<file path="src/design/hex_record_data_extractor_assert.svh">
// Assertion macros used by the HEX record extractor RTL.
`ifndef HEX_RECORD_DATA_EXTRACTOR_ASSERT_SVH
`define HEX_RECORD_DATA_EXTRACTOR_ASSERT_SVH

// Same-cycle implication, checked on clk_i outside of reset.
`define HRDE_ASSERT_IMP(label, ante, cons, msg) \
  label: assert property (@(posedge clk_i) disable iff (!rst_ni) (ante) |-> (cons)) \
    else $error(msg);

// Next-cycle implication, checked on clk_i outside of reset.
`define HRDE_ASSERT_NEXT(label, ante, cons, msg) \
  label: assert property (@(posedge clk_i) disable iff (!rst_ni) (ante) |=> (cons)) \
    else $error(msg);

`endif

</file>
<file path="src/design/hrde_pkg.sv">
// Types, constants and the nibble decoder of the HEX record extractor.
package hrde_pkg;

  typedef logic [9:0] hrde_pos_t;

  typedef struct packed {
    logic [31:0] record_address;
    logic [6:0]  word_index;
    logic [15:0] halfword;
    logic        last_word;
  } hrde_word_t;

  localparam logic [7:0]  COLON_CHAR      = 8'h3A;
  localparam logic [7:0]  DIGIT_ZERO_CHAR = 8'h30;
  localparam logic [7:0]  DIGIT_NINE_CHAR = 8'h39;
  localparam logic [7:0]  LETTER_OFFSET   = 8'd55;
  localparam logic [15:0] HIGH_ADDR_RESET = 16'h0800;

  // Character positions within a record, counted from the colon.
  localparam hrde_pos_t POS_COUNT_HI = 10'd1;
  localparam hrde_pos_t POS_COUNT_LO = 10'd2;
  localparam hrde_pos_t POS_ADDR_3   = 10'd3;
  localparam hrde_pos_t POS_ADDR_2   = 10'd4;
  localparam hrde_pos_t POS_ADDR_1   = 10'd5;
  localparam hrde_pos_t POS_ADDR_0   = 10'd6;
  localparam hrde_pos_t POS_UNUSED   = 10'd7;
  localparam hrde_pos_t POS_TYPE     = 10'd8;

  // Digit slot within a four-character data group.
  localparam logic [1:0] DIGIT_FIRST = 2'd0;
  localparam logic [1:0] DIGIT_LAST  = 2'd3;

  function automatic logic [3:0] nibble_of(input logic [7:0] c);
    logic [7:0] diff;
    begin
      if (c >= DIGIT_ZERO_CHAR && c <= DIGIT_NINE_CHAR) begin
        diff = c - DIGIT_ZERO_CHAR;
      end else begin
        diff = c - LETTER_OFFSET;
      end
      return diff[3:0];
    end
  endfunction

endpackage

</file>
<file path="src/design/hrde_char_if.sv">
// Input channel carrying one ASCII character per word.
interface hrde_char_if;
  logic       valid;
  logic       ready;
  logic [7:0] char_in;

  modport source (output valid, output char_in, input ready);
  modport sink (input valid, input char_in, output ready);
endinterface

</file>
<file path="src/design/hrde_word_if.sv">
// Output channel carrying one extracted halfword with its address and index.
interface hrde_word_if;
  logic        valid;
  logic        ready;
  logic [31:0] record_address;
  logic [6:0]  word_index;
  logic [15:0] halfword;
  logic        last_word;

  modport source (output valid, output record_address, output word_index,
                  output halfword, output last_word, input ready);
  modport sink (input valid, input record_address, input word_index,
                input halfword, input last_word, output ready);
endinterface

</file>
<file path="src/design/hrde_cfg_if.sv">
// Configuration write channel for the upper address register.
interface hrde_cfg_if;
  logic        valid;
  logic        ready;
  logic [15:0] high_address;

  modport source (output valid, output high_address, input ready);
  modport sink (input valid, input high_address, output ready);
endinterface

</file>
<file path="src/design/hrde_in_reg.sv">
// Input register stage that captures one character word.
module hrde_in_reg (
  input  logic       clk_i,
  input  logic       rst_ni,
  hrde_char_if.sink  char_i,
  input  logic       advance_i,
  output logic       vld_o,
  output logic [7:0] char_o
);
  logic       vld_q, vld_d;
  logic [7:0] char_q, char_d;
  logic       take;

  assign char_i.ready = !vld_q || advance_i;
  assign take         = char_i.valid && char_i.ready;

  always_comb begin
    vld_d  = vld_q;
    char_d = char_q;
    if (char_i.ready) begin
      vld_d = char_i.valid;
    end
    if (take) begin
      char_d = char_i.char_in;
    end
  end

  always_ff @(posedge clk_i or negedge rst_ni) begin
    if (!rst_ni) begin
      vld_q <= 1'b0;
    end else begin
      vld_q <= vld_d;
    end
  end

  always_ff @(posedge clk_i) begin
    char_q <= char_d;
  end

  assign vld_o  = vld_q;
  assign char_o = char_q;
endmodule

</file>
<file path="src/design/hrde_parser.sv">
// Record parser: per-character state update and halfword assembly.
module hrde_parser (
  input  logic               clk_i,
  input  logic               rst_ni,
  input  logic               step_i,
  input  logic [7:0]         char_in_i,
  input  logic [15:0]        high_addr_i,
  output logic               res_vld_o,
  output hrde_pkg::hrde_word_t res_o
);
  import hrde_pkg::*;

  logic        in_record_q, in_record_d;
  hrde_pos_t   pos_q, pos_d;
  logic [7:0]  count_q, count_d;
  logic [15:0] low_addr_q, low_addr_d;
  logic [11:0] acc_q, acc_d;
  logic [6:0]  cur_word_q, cur_word_d;

  logic [3:0]  nib;
  logic [6:0]  words;
  logic [7:0]  next_idx;
  logic [1:0]  digit;
  logic        last;

  assign nib      = nibble_of(char_in_i);
  assign words    = count_q[7:1];
  assign next_idx = {1'b0, cur_word_q} + 8'd1;
  assign last     = (next_idx == {1'b0, words});
  // Data characters start at position nine, so the slot is (pos - 1) mod 4.
  assign digit    = pos_q[1:0] - 2'd1;

  always_comb begin
    in_record_d = in_record_q;
    pos_d       = pos_q;
    count_d     = count_q;
    low_addr_d  = low_addr_q;
    acc_d       = acc_q;
    cur_word_d  = cur_word_q;
    res_vld_o   = 1'b0;

    res_o.record_address = {high_addr_i, low_addr_q};
    res_o.word_index     = cur_word_q;
    res_o.halfword       = {acc_q[3:0], nib, acc_q[11:8], acc_q[7:4]};
    res_o.last_word      = last;

    if (char_in_i == COLON_CHAR) begin
      in_record_d = 1'b1;
      pos_d       = POS_COUNT_HI;
      count_d     = '0;
      low_addr_d  = '0;
      acc_d       = '0;
      cur_word_d  = '0;
    end else if (in_record_q) begin
      pos_d = pos_q + 10'd1;
      case (pos_q) inside
        POS_COUNT_HI, POS_COUNT_LO: begin
          count_d = {count_q[3:0], nib};
        end
        POS_ADDR_3, POS_ADDR_2, POS_ADDR_1, POS_ADDR_0: begin
          low_addr_d = {low_addr_q[11:0], nib};
        end
        POS_UNUSED: begin
        end
        POS_TYPE: begin
          // Only records whose type ends in digit zero and that hold at least one halfword stay open.
          if (nib != 4'd0 || words == 7'd0) begin
            in_record_d = 1'b0;
          end
        end
        default: begin
          case (digit)
            DIGIT_FIRST: acc_d = {8'd0, nib};
            DIGIT_LAST: begin
              res_vld_o  = 1'b1;
              cur_word_d = next_idx[6:0];
              if (last || next_idx >= {1'b0, words}) begin
                in_record_d = 1'b0;
              end
            end
            default: acc_d = {acc_q[7:0], nib};
          endcase
        end
      endcase
    end
  end

  always_ff @(posedge clk_i or negedge rst_ni) begin
    if (!rst_ni) begin
      in_record_q <= 1'b0;
      pos_q       <= '0;
      count_q     <= '0;
      low_addr_q  <= '0;
      acc_q       <= '0;
      cur_word_q  <= '0;
    end else if (step_i) begin
      in_record_q <= in_record_d;
      pos_q       <= pos_d;
      count_q     <= count_d;
      low_addr_q  <= low_addr_d;
      acc_q       <= acc_d;
      cur_word_q  <= cur_word_d;
    end
  end

`include "hex_record_data_extractor_assert.svh"

  `HRDE_ASSERT_IMP(a_emit_in_record, res_vld_o, in_record_q && char_in_i != COLON_CHAR, "halfword emitted outside a record")
  `HRDE_ASSERT_IMP(a_pos_nonzero, in_record_q, pos_q != '0, "open record with position zero")
  `HRDE_ASSERT_NEXT(a_last_closes, step_i && res_vld_o && last, !in_record_q, "record stayed open after its last halfword")
endmodule

</file>
<file path="src/design/hrde_out_reg.sv">
// Output register holding one result word until the receiver takes it.
module hrde_out_reg (
  input  logic                 clk_i,
  input  logic                 rst_ni,
  input  logic                 step_i,
  input  logic                 res_vld_i,
  input  hrde_pkg::hrde_word_t res_i,
  output logic                 advance_o,
  hrde_word_if.source          word_o
);
  import hrde_pkg::*;

  logic       vld_q, vld_d;
  hrde_word_t data_q, data_d;

  // The stage moves when it is empty or its word leaves this cycle.
  assign advance_o = !vld_q || word_o.ready;

  always_comb begin
    vld_d  = vld_q;
    data_d = data_q;
    if (advance_o) begin
      vld_d = step_i && res_vld_i;
    end
    if (advance_o && step_i && res_vld_i) begin
      data_d = res_i;
    end
  end

  always_ff @(posedge clk_i or negedge rst_ni) begin
    if (!rst_ni) begin
      vld_q <= 1'b0;
    end else begin
      vld_q <= vld_d;
    end
  end

  always_ff @(posedge clk_i) begin
    data_q <= data_d;
  end

  assign word_o.valid          = vld_q;
  assign word_o.record_address = data_q.record_address;
  assign word_o.word_index     = data_q.word_index;
  assign word_o.halfword       = data_q.halfword;
  assign word_o.last_word      = data_q.last_word;
endmodule

</file>
<file path="src/design/hex_record_data_extractor.sv">
// Top level of the HEX record data extractor.
// Usage: feed the record text one ASCII character per word on char_i. A colon
// opens a record; count, low address and type characters follow, and each
// group of four data chars of a record whose type ends in 0 yields one word on
// word_o: the 32-bit address (upper half from the configuration register),
// the halfword index within the record, the little-endian halfword and a
// flag on the record's last halfword. Other characters yield nothing.
// cfg_i writes the upper address register; it is always ready and should be
// written only while no character is in flight.
// Path: the fourth data character of a group is held in the input register,
// the parser forms the halfword from it, and the result register loads that
// word, which then drives word_o.
// Throughput: one character per cycle; both stages move together whenever
// the result register is empty or being taken.
// Reset clears the parser to "outside a record", empties both stages and
// loads the upper address register with 0x0800.
// When the receiver stalls, the result word holds, the character in the input
// register waits, and char_i stays ready until that register is occupied.
module hex_record_data_extractor (
  input  logic        clk_i,
  input  logic        rst_ni,
  hrde_cfg_if.sink    cfg_i,
  hrde_char_if.sink   char_i,
  hrde_word_if.source word_o
);
  import hrde_pkg::*;

  logic [15:0] high_addr_q, high_addr_d;
  logic        advance;
  logic        in_vld;
  logic [7:0]  in_char;
  logic        step;
  logic        res_vld;
  hrde_word_t  res;

  assign cfg_i.ready = 1'b1;

  always_comb begin
    high_addr_d = high_addr_q;
    if (cfg_i.valid) begin
      high_addr_d = cfg_i.high_address;
    end
  end

  always_ff @(posedge clk_i or negedge rst_ni) begin
    if (!rst_ni) begin
      high_addr_q <= HIGH_ADDR_RESET;
    end else begin
      high_addr_q <= high_addr_d;
    end
  end

  assign step = in_vld && advance;

  hrde_in_reg u_in_reg (
    .clk_i     (clk_i),
    .rst_ni    (rst_ni),
    .char_i    (char_i),
    .advance_i (advance),
    .vld_o     (in_vld),
    .char_o    (in_char)
  );

  hrde_parser u_parser (
    .clk_i       (clk_i),
    .rst_ni      (rst_ni),
    .step_i      (step),
    .char_in_i   (in_char),
    .high_addr_i (high_addr_q),
    .res_vld_o   (res_vld),
    .res_o       (res)
  );

  hrde_out_reg u_out_reg (
    .clk_i     (clk_i),
    .rst_ni    (rst_ni),
    .step_i    (step),
    .res_vld_i (res_vld),
    .res_i     (res),
    .advance_o (advance),
    .word_o    (word_o)
  );
endmodule
</file>
<file path="src/flat_wrapper.sv">
// flat-port wrapper written by rule: the top's interface ports become plain ports
module hex_record_data_extractor_flat import hrde_pkg::*;
  (clk_i, rst_ni, cfg_i_valid, cfg_i_high_address, cfg_i_ready, char_i_valid, char_i_char_in, char_i_ready, word_o_valid, word_o_record_address, word_o_word_index, word_o_halfword, word_o_last_word, word_o_ready);
  hrde_cfg_if cfg_i_i ();
  hrde_char_if char_i_i ();
  hrde_word_if word_o_i ();
  input  logic clk_i;
  input  logic rst_ni;
  input wire logic [$bits(cfg_i_i.valid)-1:0] cfg_i_valid;
  input wire logic [$bits(cfg_i_i.high_address)-1:0] cfg_i_high_address;
  output wire logic [$bits(cfg_i_i.ready)-1:0] cfg_i_ready;
  input wire logic [$bits(char_i_i.valid)-1:0] char_i_valid;
  input wire logic [$bits(char_i_i.char_in)-1:0] char_i_char_in;
  output wire logic [$bits(char_i_i.ready)-1:0] char_i_ready;
  output wire logic [$bits(word_o_i.valid)-1:0] word_o_valid;
  output wire logic [$bits(word_o_i.record_address)-1:0] word_o_record_address;
  output wire logic [$bits(word_o_i.word_index)-1:0] word_o_word_index;
  output wire logic [$bits(word_o_i.halfword)-1:0] word_o_halfword;
  output wire logic [$bits(word_o_i.last_word)-1:0] word_o_last_word;
  input wire logic [$bits(word_o_i.ready)-1:0] word_o_ready;
  assign cfg_i_i.valid = cfg_i_valid;
  assign cfg_i_i.high_address = cfg_i_high_address;
  assign cfg_i_ready = cfg_i_i.ready;
  assign char_i_i.valid = char_i_valid;
  assign char_i_i.char_in = char_i_char_in;
  assign char_i_ready = char_i_i.ready;
  assign word_o_valid = word_o_i.valid;
  assign word_o_record_address = word_o_i.record_address;
  assign word_o_word_index = word_o_i.word_index;
  assign word_o_halfword = word_o_i.halfword;
  assign word_o_last_word = word_o_i.last_word;
  assign word_o_i.ready = word_o_ready;
  hex_record_data_extractor u_core (.clk_i(clk_i), .rst_ni(rst_ni), .cfg_i(cfg_i_i), .char_i(char_i_i), .word_o(word_o_i));
endmodule
</file>
<file path="config.mk">
export PLATFORM = sky130hd
export DESIGN_NAME = hex_record_data_extractor_flat
export DESIGN_NICKNAME = d
export VERILOG_FILES = /design/src/design/hrde_pkg.sv /design/src/design/hrde_char_if.sv /design/src/design/hrde_word_if.sv /design/src/design/hrde_cfg_if.sv /design/src/design/hrde_in_reg.sv /design/src/design/hrde_parser.sv /design/src/design/hrde_out_reg.sv /design/src/design/hex_record_data_extractor.sv /design/src/flat_wrapper.sv
export VERILOG_INCLUDE_DIRS = /design/src /design/src/design
export SDC_FILE = /design/constraint.sdc
export NUM_CORES = 1
export LEC_CHECK = 0
export BUFFER_PORTS_ARGS = -buffer_cell sky130_fd_sc_hd__buf_2
export CORE_AREA = 2 2 104 106
export CTS_CLUSTER_SIZE = 40
export DETAILED_ROUTE_END_ITERATION = 10
export DIE_AREA = 0 0 106 108
export PLACE_DENSITY = 0.83
export SYNTH_ARGS = -nofsm -noshare
export SYNTH_HDL_FRONTEND = slang
export SYNTH_SLANG_ARGS = --single-unit
</file>
<file path="constraint.sdc">
create_clock -name clk_i -period 3.9 [get_ports clk_i]
set_input_delay 0.39 -clock clk_i [delete_from_list [all_inputs] [get_ports clk_i]]
set_output_delay 0.39 -clock clk_i [all_outputs]
set_load 0.02 [all_outputs]
</file>
==> flow_summary_export.csv <==
group,metric,value,unit
critical_path,slowest_delay,0.60,ns
critical_path,critPathLaunchType,"flip-flop",
synthesis,synth_cells,417,
die,die-width,106,um
critical_path,r2r-start,"u_core.u_in_reg.char_o[0]",
clock_network,cts_tree,"yes",
cells_and_area,antenna_cells,0,
synthesis,synth_nets,463,
critical_path,path_class,"reg2reg",
worst_hold_path,min_path_type,"in2reg",
routing,drt_iter0_drc,198,
timing,rsz0062_at_grt,"no",
power_and_ir_drop,leakage,0.00283,uW
worst_hold_path,hold_depth,1,
synthesis,synth_seq_area_share,64.4,%
timing,timing.hold.ws,0.0492,ns
clock_network,cts_buffers,17,
cells_and_area,nNetsFinal,560,
timing,fin_worst_skew,0.00834,ns
synthesis,synthDominantAreaCellType,"edfxtp_1",
global_routing,grt_pass1_vias,3568,
critical_path,reg2reg_slack,0.91,ns
global_routing,grt_max_degree,44,
global_routing,overflow,0,
clock_network,cts.sinks,136,
clock_network,postCtsResizedCells,0,
power_and_ir_drop,peakVddDrop,296,uV
critical_path,cp_max_fo,41,
clock_network,cts_hold_repair.buffers,1,
synthesis,synth.area.top_cells,"edfxtp_1 (33%), dfrtp_1 (31%), mux2_2 (3.9%)",
global_routing,grt_pass1_wl,17800,um
worst_hold_path,hold_path.startpoint,"char_i_char_in[5]",
critical_path,cp.required,4.10,ns
place,place_congestion,0.888,
critical_path,cp_top_family,"simple AND/OR/NAND/NOR gates",
timing,timing.final.crit_share,76.7,%
clock_network,htreeDepth,4,
synthesis,async_reset_ff_share,52.9,%
die,dieHeight,108,um
cells_and_area,multi_input_area,1910,um^2
timing,slew_viol_final,0,
die,design.die.area,11400,um^2
die,ios,88,
place,place_area,6330,um^2
place,hpwl,7380,um
place,port_buffers,86,
critical_path,path_buf_inv,2,
routing,vias,3629,
clock_network,clk_pin_slew,0.06,ns
power_and_ir_drop,pwr_density_cell,551,nW/um^2
timing,relSlewSlack,53.8,%
cells_and_area,final_area,6880,um^2
status,status,"finished, final reports clean",
cells_and_area,most-common-layout-cells,"buf_2 (86), dfrtp_1 (71), edfxtp_1 (64)",
worst_hold_path,holdPathEnd,"u_core.u_in_reg.char_o[5]",
cells_and_area,final_common_cell,"buf_2",
synthesis,post_synth_num_cell_types,57,
clock_network,cts_setup_buffers,0,
routing,drt-total-wl,11000,um
synthesis,synth_edf_count,64,
timing,fmax,0.335,GHz
cells_and_area,layout-drive-gt1-share,30.6,%
cells_and_area,final_util,67.2,%
critical_path,timing.rr.end,"u_core.u_out_reg.word_o.record_address[12]",
clock_network,clock_latency,0.51,ns
clock_network,clockRootBuffer,"clkbuf_8",
critical_path,cp-end-kind,"flip-flop",
timing,worstMarginPinSlew,0.693,ns
cells_and_area,fill_cells,710,
die,rows,37,
synthesis,yosysTopAreaCellShare,33.2,%
cells_and_area,final_cells,663,
routing,drc_errors,0,
synthesis,ys_warn_count,0,
routing,final_antenna_net_count,0,
synthesis,synth-seq-cells,136,
die,core_area,10200,um^2
critical_path,slowest_stage,"nor2_4",
run,cap_violations,0,
timing,setup_viol,0,
cells_and_area,syn_to_final_growth,19.0,%
synthesis,synthFlopType,"dfrtp_1",
routing,post_drt_wl_per_cell,16.5,um
place,place_inst,630,
global_routing,antenna_found_initial,0,
routing,drtPass1Iterations,4,
timing,tns,0,ns
timing,hold_viol,0,
critical_path,r2r_cells,7,
critical_path,cp-startpoint,"u_core.u_in_reg.char_o[0]",
critical_path,arrival,3.19,ns
cells_and_area,seqCellArea,3720,um^2
clock_network,cts.path.max_buffers,2,
routing,viasPerCell,5.47,
global_routing,track_usage,20.6,%
synthesis,netlist_area,5780,um^2
synthesis,synth_area_per_cell,13.9,um^2
critical_path,crit_chain,"inv_1 -> ha_1 -> nand3b_4 -> or2_1 -> nand4_1 -> nor2_4 -> buf_12",
die,initial_utilization,56.5,%
timing,min_period,2.99,ns
## synth_stat cells, types with 3 or more instances
library cell / n
xnor2_1: 11
o21ai_2: 4
inv_1: 16
o21a_1: 3
nand3_1: 7
a22o_1: 16
edfxtp_1: 64
nand4_1: 9
and2_1: 5
a21oi_2: 3
nor2_1: 20
o21ai_0: 3
nor3_1: 6
mux2i_1: 20
nand2b_1: 7
dfrtp_1: 71
nor4_1: 7
xor2_1: 5
clkbuf_1: 4
mux2_2: 20
ha_1: 17
nand2_1: 51
buf_6: 5
o21ai_1: 3
## cell families after synthesis
kind of cell	count (synthesis)	share of synthesized area, %
adders and majority gates	17	3.68
DFF	136	64.4
xor gates and xnor gates	16	2.42
and+or+nand+nor	129	12.1
AOI/OAI and AO/OA	50	7.27
muxes	40	7.36
buffers and inverters	28	2.66
other	1	0.0649
## registers in the layout, summed over array words and instances, names as in the netlist, 8 cells and up
register and flops:
u_core.u_parser.acc_q 12, u_core.u_in_reg.char_o 8, u_core.high_addr_q 16, u_core.u_parser.low_addr_q 16
u_core.u_out_reg.word_o.record_address 32, u_core.u_parser.count_q 8, u_core.u_out_reg.word_o.halfword 16, u_core.u_parser.pos_q 10
## metrics by stage
step | setup slack, ns | power [uW]
global placement | 1.07 | 2320
detailed placement | 0.922 | 2350
finish | 0.911 | 3790
global route | 0.698 | 3950
CTS | 0.918 | 3810
floorplan | 0.507 | 2190
## cell type report
cell class	count	area share (%)
clock buffers	18	6.07
clock inverters	14	1.80
well taps	136	2.47
multi-input cells	253	27.7
inverters	16	0.873
flip-flops and latches	136	54.1
repair buffers	90	6.91
## power breakdown
group          switching (uW)  internal (uW)
combinational             346            234
sequential                115           1650
clock                     602            845
## per-layer routing
layer  global-route usage (%)  up-vias  part of all wire (%)
met4                     7.42        0                   1.6
met1                     27.1     1775                    43
li1                         -     1707                     -
met3                     5.67       18                   6.3
met5                        0        -                     0
met2                     33.1      129                    49
## worst register-to-register path, delay by kind of cell (launching register included)
kind | cells | cell delay [ns]
and+or+nand+nor | 4 | 1.48
adders and majority gates | 1 | 0.26
buffers and inverters | 2 | 0.44
DFF | 1 | 0.48
## worst max path at each step
stage	end	slack (ns)	depth (start not counted)
global route	u_core.u_out_reg.word_o.record_address[11]	0.70	7
floorplan	u_core.u_parser.cur_word_q[0]	0.51	7
finish	u_core.u_out_reg.word_o.record_address[12]	0.91	7
CTS	u_core.u_out_reg.word_o.record_address[14]	0.92	7
detailed placement	u_core.u_out_reg.word_o.record_address[28]	0.92	7
global placement	u_core.u_out_reg.word_o.record_address[28]	1.07	7
Note: power is estimated with default switching activity, not from simulation.
